<file path="src/rtl/core/mi4_pkg.sv">
// ----------------------------------------------------------------------------
// mi4_pkg
// Shared constants and index helpers for the 4x4 matrix inverse core.
// ----------------------------------------------------------------------------
`default_nettype none

package mi4_pkg;

   localparam int WORD_BITS_DEF = 32;
   localparam int FRAC_BITS_DEF = 16;

   // cofactor sign pattern (1,-1,-1,1), indexed by {row[0], col[0]}, 1 = negate
   localparam logic [3:0] COF_SIGN = 4'b0110;

   localparam logic [3:0] LAST_STEP_COF = 4'd8;
   localparam logic [3:0] LAST_STEP_DET = 4'd3;

   // n-th index (0..2) of the three indices left after dropping index e
   function automatic logic [1:0] other_idx(input logic [1:0] e, input logic [1:0] n);
      logic [1:0] v;
      v = n;
      if (n >= e) begin
         v = n + 2'd1;
      end
      return v;
   endfunction

endpackage

`default_nettype wire

</file>
<file path="src/rtl/core/mi4_mul.sv">
// ----------------------------------------------------------------------------
// mi4_mul
// Bit-serial signed multiplier: word-wide x operand times wide y operand,
// one partial product added per cycle, msb first.
// ----------------------------------------------------------------------------
`default_nettype none

module mi4_mul #(
   parameter int WORD_BITS = mi4_pkg::WORD_BITS_DEF,
   parameter int WIDE_BITS = 5 * mi4_pkg::WORD_BITS_DEF + 2 * mi4_pkg::FRAC_BITS_DEF + 6
) (
   input  wire                  clock,
   input  wire                  reset,
   input  wire                  start,
   input  wire [WORD_BITS-1:0]  x,
   input  wire [WIDE_BITS-1:0]  y,
   output logic                 done,
   output logic [WIDE_BITS-1:0] prod
);

   localparam int CntBits = $clog2(WORD_BITS);

   logic [WORD_BITS-1:0] x_ff;
   logic [WIDE_BITS-1:0] y_ff;
   logic [WIDE_BITS-1:0] p_ff;
   logic [CntBits-1:0]   cnt_ff;
   logic                 busy_ff;
   logic                 done_ff;
   logic [WIDE_BITS-1:0] addend;

   // the sign bit of x carries negative weight
   always_comb begin
      addend = '0;
      if (x_ff[WORD_BITS-1]) begin
         addend = (cnt_ff == CntBits'(WORD_BITS - 1)) ? (~y_ff + 1'b1) : y_ff;
      end
   end

   always_ff @(posedge clock) begin
      if (reset) begin
         busy_ff <= 1'b0;
         done_ff <= 1'b0;
      end else if (start) begin
         x_ff    <= x;
         y_ff    <= y;
         p_ff    <= '0;
         cnt_ff  <= CntBits'(WORD_BITS - 1);
         busy_ff <= 1'b1;
         done_ff <= 1'b0;
      end else if (busy_ff) begin
         p_ff <= {p_ff[WIDE_BITS-2:0], 1'b0} + addend;
         x_ff <= {x_ff[WORD_BITS-2:0], 1'b0};
         if (cnt_ff == '0) begin
            busy_ff <= 1'b0;
            done_ff <= 1'b1;
         end else begin
            cnt_ff <= cnt_ff - 1'b1;
         end
      end else begin
         done_ff <= 1'b0;
      end
   end

   assign done = done_ff;
   assign prod = p_ff;

endmodule

`default_nettype wire

</file>
<file path="config.mk">
export PLATFORM = sky130hd
export DESIGN_NAME = mi4_mul
export DESIGN_NICKNAME = d
export VERILOG_FILES = /design/src/rtl/core/mi4_pkg.sv /design/src/rtl/core/mi4_mul.sv
export SDC_FILE = /design/constraint.sdc
export NUM_CORES = 1
export LEC_CHECK = 0
export ABC_CLOCK_PERIOD_IN_PS = 39200
export BUFFER_PORTS_ARGS = -buffer_cell sky130_fd_sc_hd__buf_4
export CORE_UTILIZATION = 45
export CTS_CLUSTER_DIAMETER = 60
export DETAILED_ROUTE_END_ITERATION = 6
export REMOVE_ABC_BUFFERS = 1
export SLEW_MARGIN = 15
export SYNTH_ARGS = -nofsm -noshare
export SYNTH_HDL_FRONTEND = slang
export SYNTH_SLANG_ARGS = --single-unit
</file>
<file path="constraint.sdc">
create_clock -name clock -period 39.2 [get_ports clock]
set_input_delay 7.84 -clock clock [delete_from_list [all_inputs] [get_ports clock]]
set_output_delay 7.84 -clock clock [all_outputs]
set_load 0.005 [all_outputs]
</file>
Word level (Yosys, flattened, before mapping)
Index checks and enable logic that the tools add are counted.

storage, ports and cells
  input port bits = 233
  ROM bits = 0
  bits in latches = 0
  flip-flop bits (word level) = 435
  memories = 0
  output and inout port bits = 199
  word-level logic and storage cells = 30
  memory bits (writable) = 0

operators by class
  shift operators = 0
  bitwise logic cells = 3
  $lt $le $gt $ge = 0
  equal/unequal tests = 2
  mux-type cells = 10
  multipliers = 0
  div/mod/pow operators = 0
  add/subtract/negate cells = 3
  reduce and logical (&&, ||, !) cells = 6

operators by type and width
  operator                                                             count
  198-bit 2-to-1 mux                                                   3
  198-bit by 1-bit adder with 198-bit output (second input constant)   1
  198-bit adder                                                        1
  198-bit inverter                                                     1
  32-bit 2-to-1 mux                                                    2
  5-bit 2-to-1 mux                                                     2
  5-bit equality test (second input constant)                          1
  5-bit logical NOT                                                    1
  5-bit by 1-bit subtractor with 5-bit output (second input constant)  1
  2-bit AND reduction                                                  2
  1-bit 2-to-1 mux                                                     3
  3-bit AND reduction                                                  1
  3-bit OR reduction                                                   1
  2-bit != test (second input constant)                                1
  1-bit inverter                                                       2
  2-bit nonzero test                                                   1

Logic depth before layout (Yosys ltp)
Gate-level depths: netlist of the first run.

  depth after elaboration = 6
  gate-level depth with buffers = 29
  depth with buffers taken out = 28

Least setup slack after synthesis of the first run
No wires, ideal clock.

  path kind = input port to flip-flop
  start point = input start
  end point = register p_ff[0] (netlist: prod[0]), enable pin
  arrival time = 18,066 ps
  stages = 4
  data required time = 38,375 ps
  buffers on the path = 2
  setup slack = 20,309 ps
  library setup time = 825 ps
  cells stage by stage = clkbuf_1 -> buf_1 -> nor2_1 -> nor2_1

between the ends
  word-level cells in the longest chain between the ends = 2

ends and longest elaborated chain
  item                                  RTL line       RTL
  start: declaration                    mi4_mul.sv:14  input wire start,
  2-bit nonzero test (no source line)   --
  2-bit AND reduction (no source line)  --
  end signal: assignment                mi4_mul.sv:51  p_ff <= {p_ff[WIDE_BITS-2:0], 1'b0} + addend;
  end: declaration                      mi4_mul.sv:25  logic [WIDE_BITS-1:0] p_ff;

No other way between the ends.
A chain may end at the register's enable or synchronous reset.

Worst setup path in the final report of the first run
  start point = input start
  end point = register y_ff[96], enable pin

between the ends
  word-level cells in the longest chain between the ends = 1

ends and longest elaborated chain
  item                                  RTL line       RTL
  2-bit AND reduction (no source line)  --
  end signal: assignment                mi4_mul.sv:45  y_ff <= y;
  end: declaration                      mi4_mul.sv:24  logic [WIDE_BITS-1:0] y_ff;

No other way between the ends.

==> results of run 1 <==
[metrics by stage]
stage	area (sq um)	hold slack [ns]	std cells	power, W
floorplan	33900	0.460	3759	0.000940
global placement	38600	0.503	5244	0.00113
detailed placement	38600	0.526	5244	0.00113
CTS	40700	0.531	5356	0.00170
global route	40700	0.549	5356	0.00177
finish	40700	0.540	5358	0.00170
[registers in the layout, indices dropped and copies added, names as in the netlist]
register / flops
x_ff: 32
done: 1
y_ff: 198
prod: 198
cnt_ff: 5
busy_ff: 1
[worst max-delay path: cells and delay by family]
| family | cells | cell delay [ns] |
|---|---|---|
| simple gates | 1 | 0.16 |
| buf+inv | 4 | 2.14 |
[routing by layer]
metal | vias up | wire length [microns] | track usage
li1 | 15200 | - | -
met1 | 15700 | 57800 | 0.460
met2 | 1406 | 60200 | 0.527
met3 | 283 | 10800 | 0.0535
met4 | 18 | 5750 | 0.134
met5 | - | 112 | 0
[layout make-up]
| type | instances | area (sq um) |
|---|---|---|
| sequential | 435 | 13000 |
| tap | 1030 | 1290 |
| clock inverter | 44 | 482 |
| timing repair buffer | 455 | 3430 |
| antenna | 2 | 5.00 |
| clock buffer | 68 | 1570 |
| inverter | 95 | 357 |
| multi-input combinational | 3229 | 20500 |
| fill | 7233 | 35300 |
[cells by family (layout without fill, tap and decap cells)]
group                    after synthesis  after routing  synth area share
flip-flops                           435            435             0.378
adder cells (fa/ha/maj)              201            201            0.0731
AO/OA/AOI/OAI                       1155           1155             0.204
XOR/XNOR                             349            349            0.0885
multiplexers                          37             37            0.0120
buffers and inverters                273            662            0.0299
AND/OR/NAND/NOR                     1487           1487             0.215
other                                  0              2                 0
[report_power, final]
group	total [W]	internal (W)	leakage [nW]	switching, W
Sequential	0.000614	0.000569	4.16	0.0000452
Combinational	0.000517	0.000203	10.6	0.000314
Clock	0.000569	0.000333	1.00	0.000236
Total	0.00170	0.00110	15.8	0.000595
[cell usage after synthesis (5+ instances only)]
cell      number
o31ai_1       40
clkbuf_1     167
a31o_2         5
ha_1         200
o211ai_1      11
buf_1          5
o31a_1         7
a21oi_1      405
and4_1        12
xnor2_1      208
nor4b_1        8
mux2_2        36
nor2_1       471
nand2_1      290
nand4_1      112
nor4_1        46
or3_1         75
nor2b_1       23
a211oi_1      14
a21boi_0      42
o21bai_1      78
a31oi_1       40
a221oi_1      10
xor2_1       141
or2_2         16
and3_1        25
o41ai_1       15
edfxtp_1     433
a41oi_1        9
or4_1         12
inv_1         95
nand2b_1      25
o21ai_0      280
and2_1       179
nand3_1       58
nor3_1       103
o221ai_1       5
o21a_1        31
a21o_1       126
[path summary, 6_finish.rpt]
kind              startpoint   endpoint  slack (ns)  cells past startpoint
setup / recovery       start   y_ff[96]       29.13                      5
setup reg to reg     y_ff[0]  prod[192]       30.28                     25
hold reg to reg      busy_ff       done        0.54                      1
hold / removal       busy_ff       done        0.54                      1
==> results_dict.tcl, run 1 <==
set metrics [dict create \
    max_stage_delay_ns 0.80 \
    clkTransAtPathRegs_ns 0.06 \
    vias 32600 \
    die_w_microns 279 \
    ys_types 86 \
    cts_buffers 61 \
    synth.largest_area_cell "edfxtp_1" \
    synth.top_cell.area_share 0.377 \
    cts_tree "built" \
    finClkSkew_ns 0.0259 \
    syn_area_sq_um 34500 \
    hold_violations 0 \
    dieArea_sq_um 77800 \
    criticalPathCategory "input port to flop" \
    max_freq_ghz 0.0993 \
    cp-start-kind "input port" \
    cp.required_ns 39.46 \
    area_growth_pct 17.8 \
    cts_max_level 2 \
    cp_max_fo 74 \
    pre_cts_slack_ns 28.43 \
    grt_pass1_wl_microns 196000 \
    start_util 0.455 \
    insertion_delay_ns 0.65 \
    ys_ff_latch 435 \
    postRouteAntennaNets 0 \
    power_density_nw_per_um2 41.8 \
    post-route-util 0.536 \
    relSlewSlack 0.148 \
    vias_per_cell 6.08 \
    cp-end-kind "flop" \
    cts_sinks 435 \
    mostFrequentLayoutCells "469 x nor2_1, 453 x buf_4, 433 x edfxtp_1" \
    die_h_microns 279 \
    cap_violations 0 \
    p_leak_nw 15.8 \
    grt_max_degree 149 \
    drt_iter0_markers 3194 \
    drcViolationCount 0 \
    hold_path.class "flop to flop" \
    yosys_warnings 0 \
    cts-resized-gates 0 \
    wire_per_inst_microns 25.1 \
    vdd_drop_max_v 0.0000325 \
    synth_ff_type "edfxtp_1" \
    dp_hpwl_microns 108000 \
    globalRouteTotalUtil 0.335 \
    clk_path_buf_depth 3 \
    period_share 0.257 \
    first_global_vias 30900 \
    placement.io_buffers 431 \
    setup_violations 0 \
    dr.pass1.iters 6 \
    synth_area_leaders "edfxtp_1 38%, ha_1 7.2%, a21oi_1 5.9%" \
    crit_path_frequent_cell "buf_4" \
    fin_nets 4711 \
    status "finished clean" \
    async_reset_ff_frac 0 \
    finalWeightedCongestion 1.03 \
    synth_edf_count 433 \
    grt-ovfl-total 0 \
    core_area_sq_um 75900 \
    cts_root_buf "clkbuf_16" \
    rsz0062_at_grt "no" \
    wirelength_microns 135000 \
    ys_seq_area_frac 0.378 \
    pin_count 432 \
    drv_slew 0 \
    fin_setup_tns_ns 0 \
    final_common_cell "nor2_1" \
    layout-drive-gt1-share 0.149 \
    post_cts_buffers 0 \
    synthCells 3937 \
    setup_slack_ns 29.13 \
    critPathSlowestCell "buf_4" \
    cp_cell_sequence "clkbuf_8, inv_1, nor2_4, buf_4, buf_4" \
    tightest_slew_ns 1.26 \
    arrival_ns 10.33 \
    period_needed_ns 10.07 \
    antenna_found_initial 12 \
    ctsHoldBuffers 0 \
    syn_avg_cell_area_sq_um 8.77 \
    rows 101 \
]
(Power assumes the default switching activity.)
==> run 2, diff against run 1 <==
ABC_CLOCK_PERIOD_IN_PS = 9100   (was 39200)
PLACE_DENSITY = 0.67   (was unset)
clock period = 9.1 ns   (was 39.2 ns; I/O delays follow)
==> run 2 against run 1 <==
Against the previous run:
- die area unchanged
- routed wire length up 2.2%
- via count is 1.6% higher
- non-clock buffer count up 4
- final area down 0.15%
- largest power group unchanged
- critical path type is now flop to flop
- largest cell class unchanged
==> results_dict.tcl, run 2 (synthesized netlist as in run 1, its figures left out) <==
set metrics [dict create \
    cp-start-kind "flop" \
    layout-drive-gt1-share 0.148 \
    fin_nets 4711 \
    multi_input_area_sq_um 20500 \
    dr.pass1.iters 6 \
    vdd_drop_max_v 0.000152 \
    wire_per_inst_microns 25.7 \
    post_cts_buffers 0 \
    p_leak_nw 15.7 \
    r2r_slack_ns 0.63 \
    antenna_found_initial 11 \
    grt_max_degree 199 \
    holdCritStartpoint "busy_ff" \
    insertion_delay_ns 0.66 \
    final_common_cell "nor2_1" \
    arrival_ns 8.85 \
    dp_hpwl_microns 110000 \
    rows 101 \
    cap_violations 0 \
    vias 33100 \
    fin_setup_tns_ns 0 \
    relSlewSlack 0.127 \
    pre_cts_slack_ns 0.625 \
    finalPower_w 0.00728 \
    setup_slack_ns 0.628 \
    finClkSkew_ns 0.0314 \
    cts_max_level 2 \
    clk_path_buf_depth 3 \
    setup_violations 0 \
    cp-end-kind "flop" \
    finalWeightedCongestion 1.05 \
    die_w_microns 279 \
    die_h_microns 279 \
    core_area_sq_um 75900 \
    cts_buffers 57 \
    max_freq_ghz 0.118 \
    tightest_slew_ns 1.30 \
    mostFrequentLayoutCells "469 x nor2_1, 456 x buf_4, 433 x edfxtp_1" \
    drt_iter0_markers 3604 \
    fillers 7235 \
    cp-startpoint "y_ff[53]" \
    grt_pass1_wl_microns 200000 \
    ff_latch_area_sq_um 13000 \
    first_global_vias 31300 \
    cts_tree "built" \
    r2r_start "y_ff[53]" \
    ctsHoldBuffers 0 \
    drcViolationCount 0 \
    clkTransAtPathRegs_ns 0.06 \
    power_density_nw_per_um2 179 \
    hold_violations 0 \
    vias_per_cell 6.17 \
    criticalPathCategory "flop to flop" \
    cp.required_ns 9.47 \
    rsz0062_at_grt "no" \
    cts-resized-gates 0 \
    cp_max_fo 10 \
    start_util 0.455 \
    area_growth_pct 17.6 \
    cts_root_buf "clkbuf_16" \
    hold_path.class "flop to flop" \
    cts_sinks 435 \
    status "finished clean" \
    drv_slew 0 \
    dieArea_sq_um 77800 \
    grt-ovfl-total 0 \
    post-route-util 0.535 \
    placement.io_buffers 431 \
    period_share 0.931 \
    globalRouteTotalUtil 0.342 \
    wirelength_microns 138000 \
    pin_count 432 \
    period_needed_ns 8.47 \
    postRouteAntennaNets 0 \
]
-- run 2: where the power goes --
group          internal [W]  leakage, nW  switching [W]
logic              0.000878         10.6        0.00138
registers           0.00245         4.16       0.000193
clock network       0.00139        0.943       0.000988
total               0.00471         15.7        0.00256
-- run 2: cell type report --
cell class,count,area share
clock inverters,41,0.0117
well taps,1030,0.0317
clock buffers,66,0.0365
multi-input cells,3229,0.504
repair buffers,459,0.0856
inverters,95,0.00878
flip-flops and latches,435,0.321
diodes,3,0.000185
-- run 2: through the flow --
step | area [sq um] | cells | hold slack [ns]
after global placement | 38600 | 5248 | 0.473
after floorplan | 33900 | 3759 | 0.460
after detailed placement | 38600 | 5248 | 0.473
after CTS | 40600 | 5355 | 0.486
after global routing | 40600 | 5355 | 0.509
final | 40600 | 5358 | 0.481
-- run 2: worst paths after layout --
path / end / cells after the start
worst max-delay path: prod[192] / 23
worst min-delay path: done / 1
worst max register to register: prod[192] / 23
worst min register to register: done / 1
-- run 2: worst max-delay path: stages, from the launching register on --
cell	delay, ns
edfxtp_1	0.44
or4_1	0.59
nor3_2	0.32
nand2_1	0.22
nor3_1	0.51
nand2_1	0.33
nor4_4	0.63
nand3_1	0.49
nor3_2	0.64
a21oi_1	0.17
xor2_1	0.16
and2_1	0.16
ha_1	0.40
nand2_1	0.17
nor3_1	0.45
nand2_1	0.21
nor4_1	0.27
and3_1	0.34
o2111ai_1	0.34
and2_1	0.36
o21ai_0	0.56
a221oi_1	0.19
xor2_1	0.16
nor2_1	0.05
-- run 2: metal layers --
| metal | share of wire | vias to the layer above | GRT usage |
|---|---|---|---|
| met3 | 0.092 | 295 | 0.0674 |
| met4 | 0.044 | 16 | 0.135 |
| met2 | 0.44 | 1690 | 0.540 |
| met1 | 0.42 | 15900 | 0.460 |
| li1 | - | 15200 | - |
| met5 | 0.00081 | - | 0 |
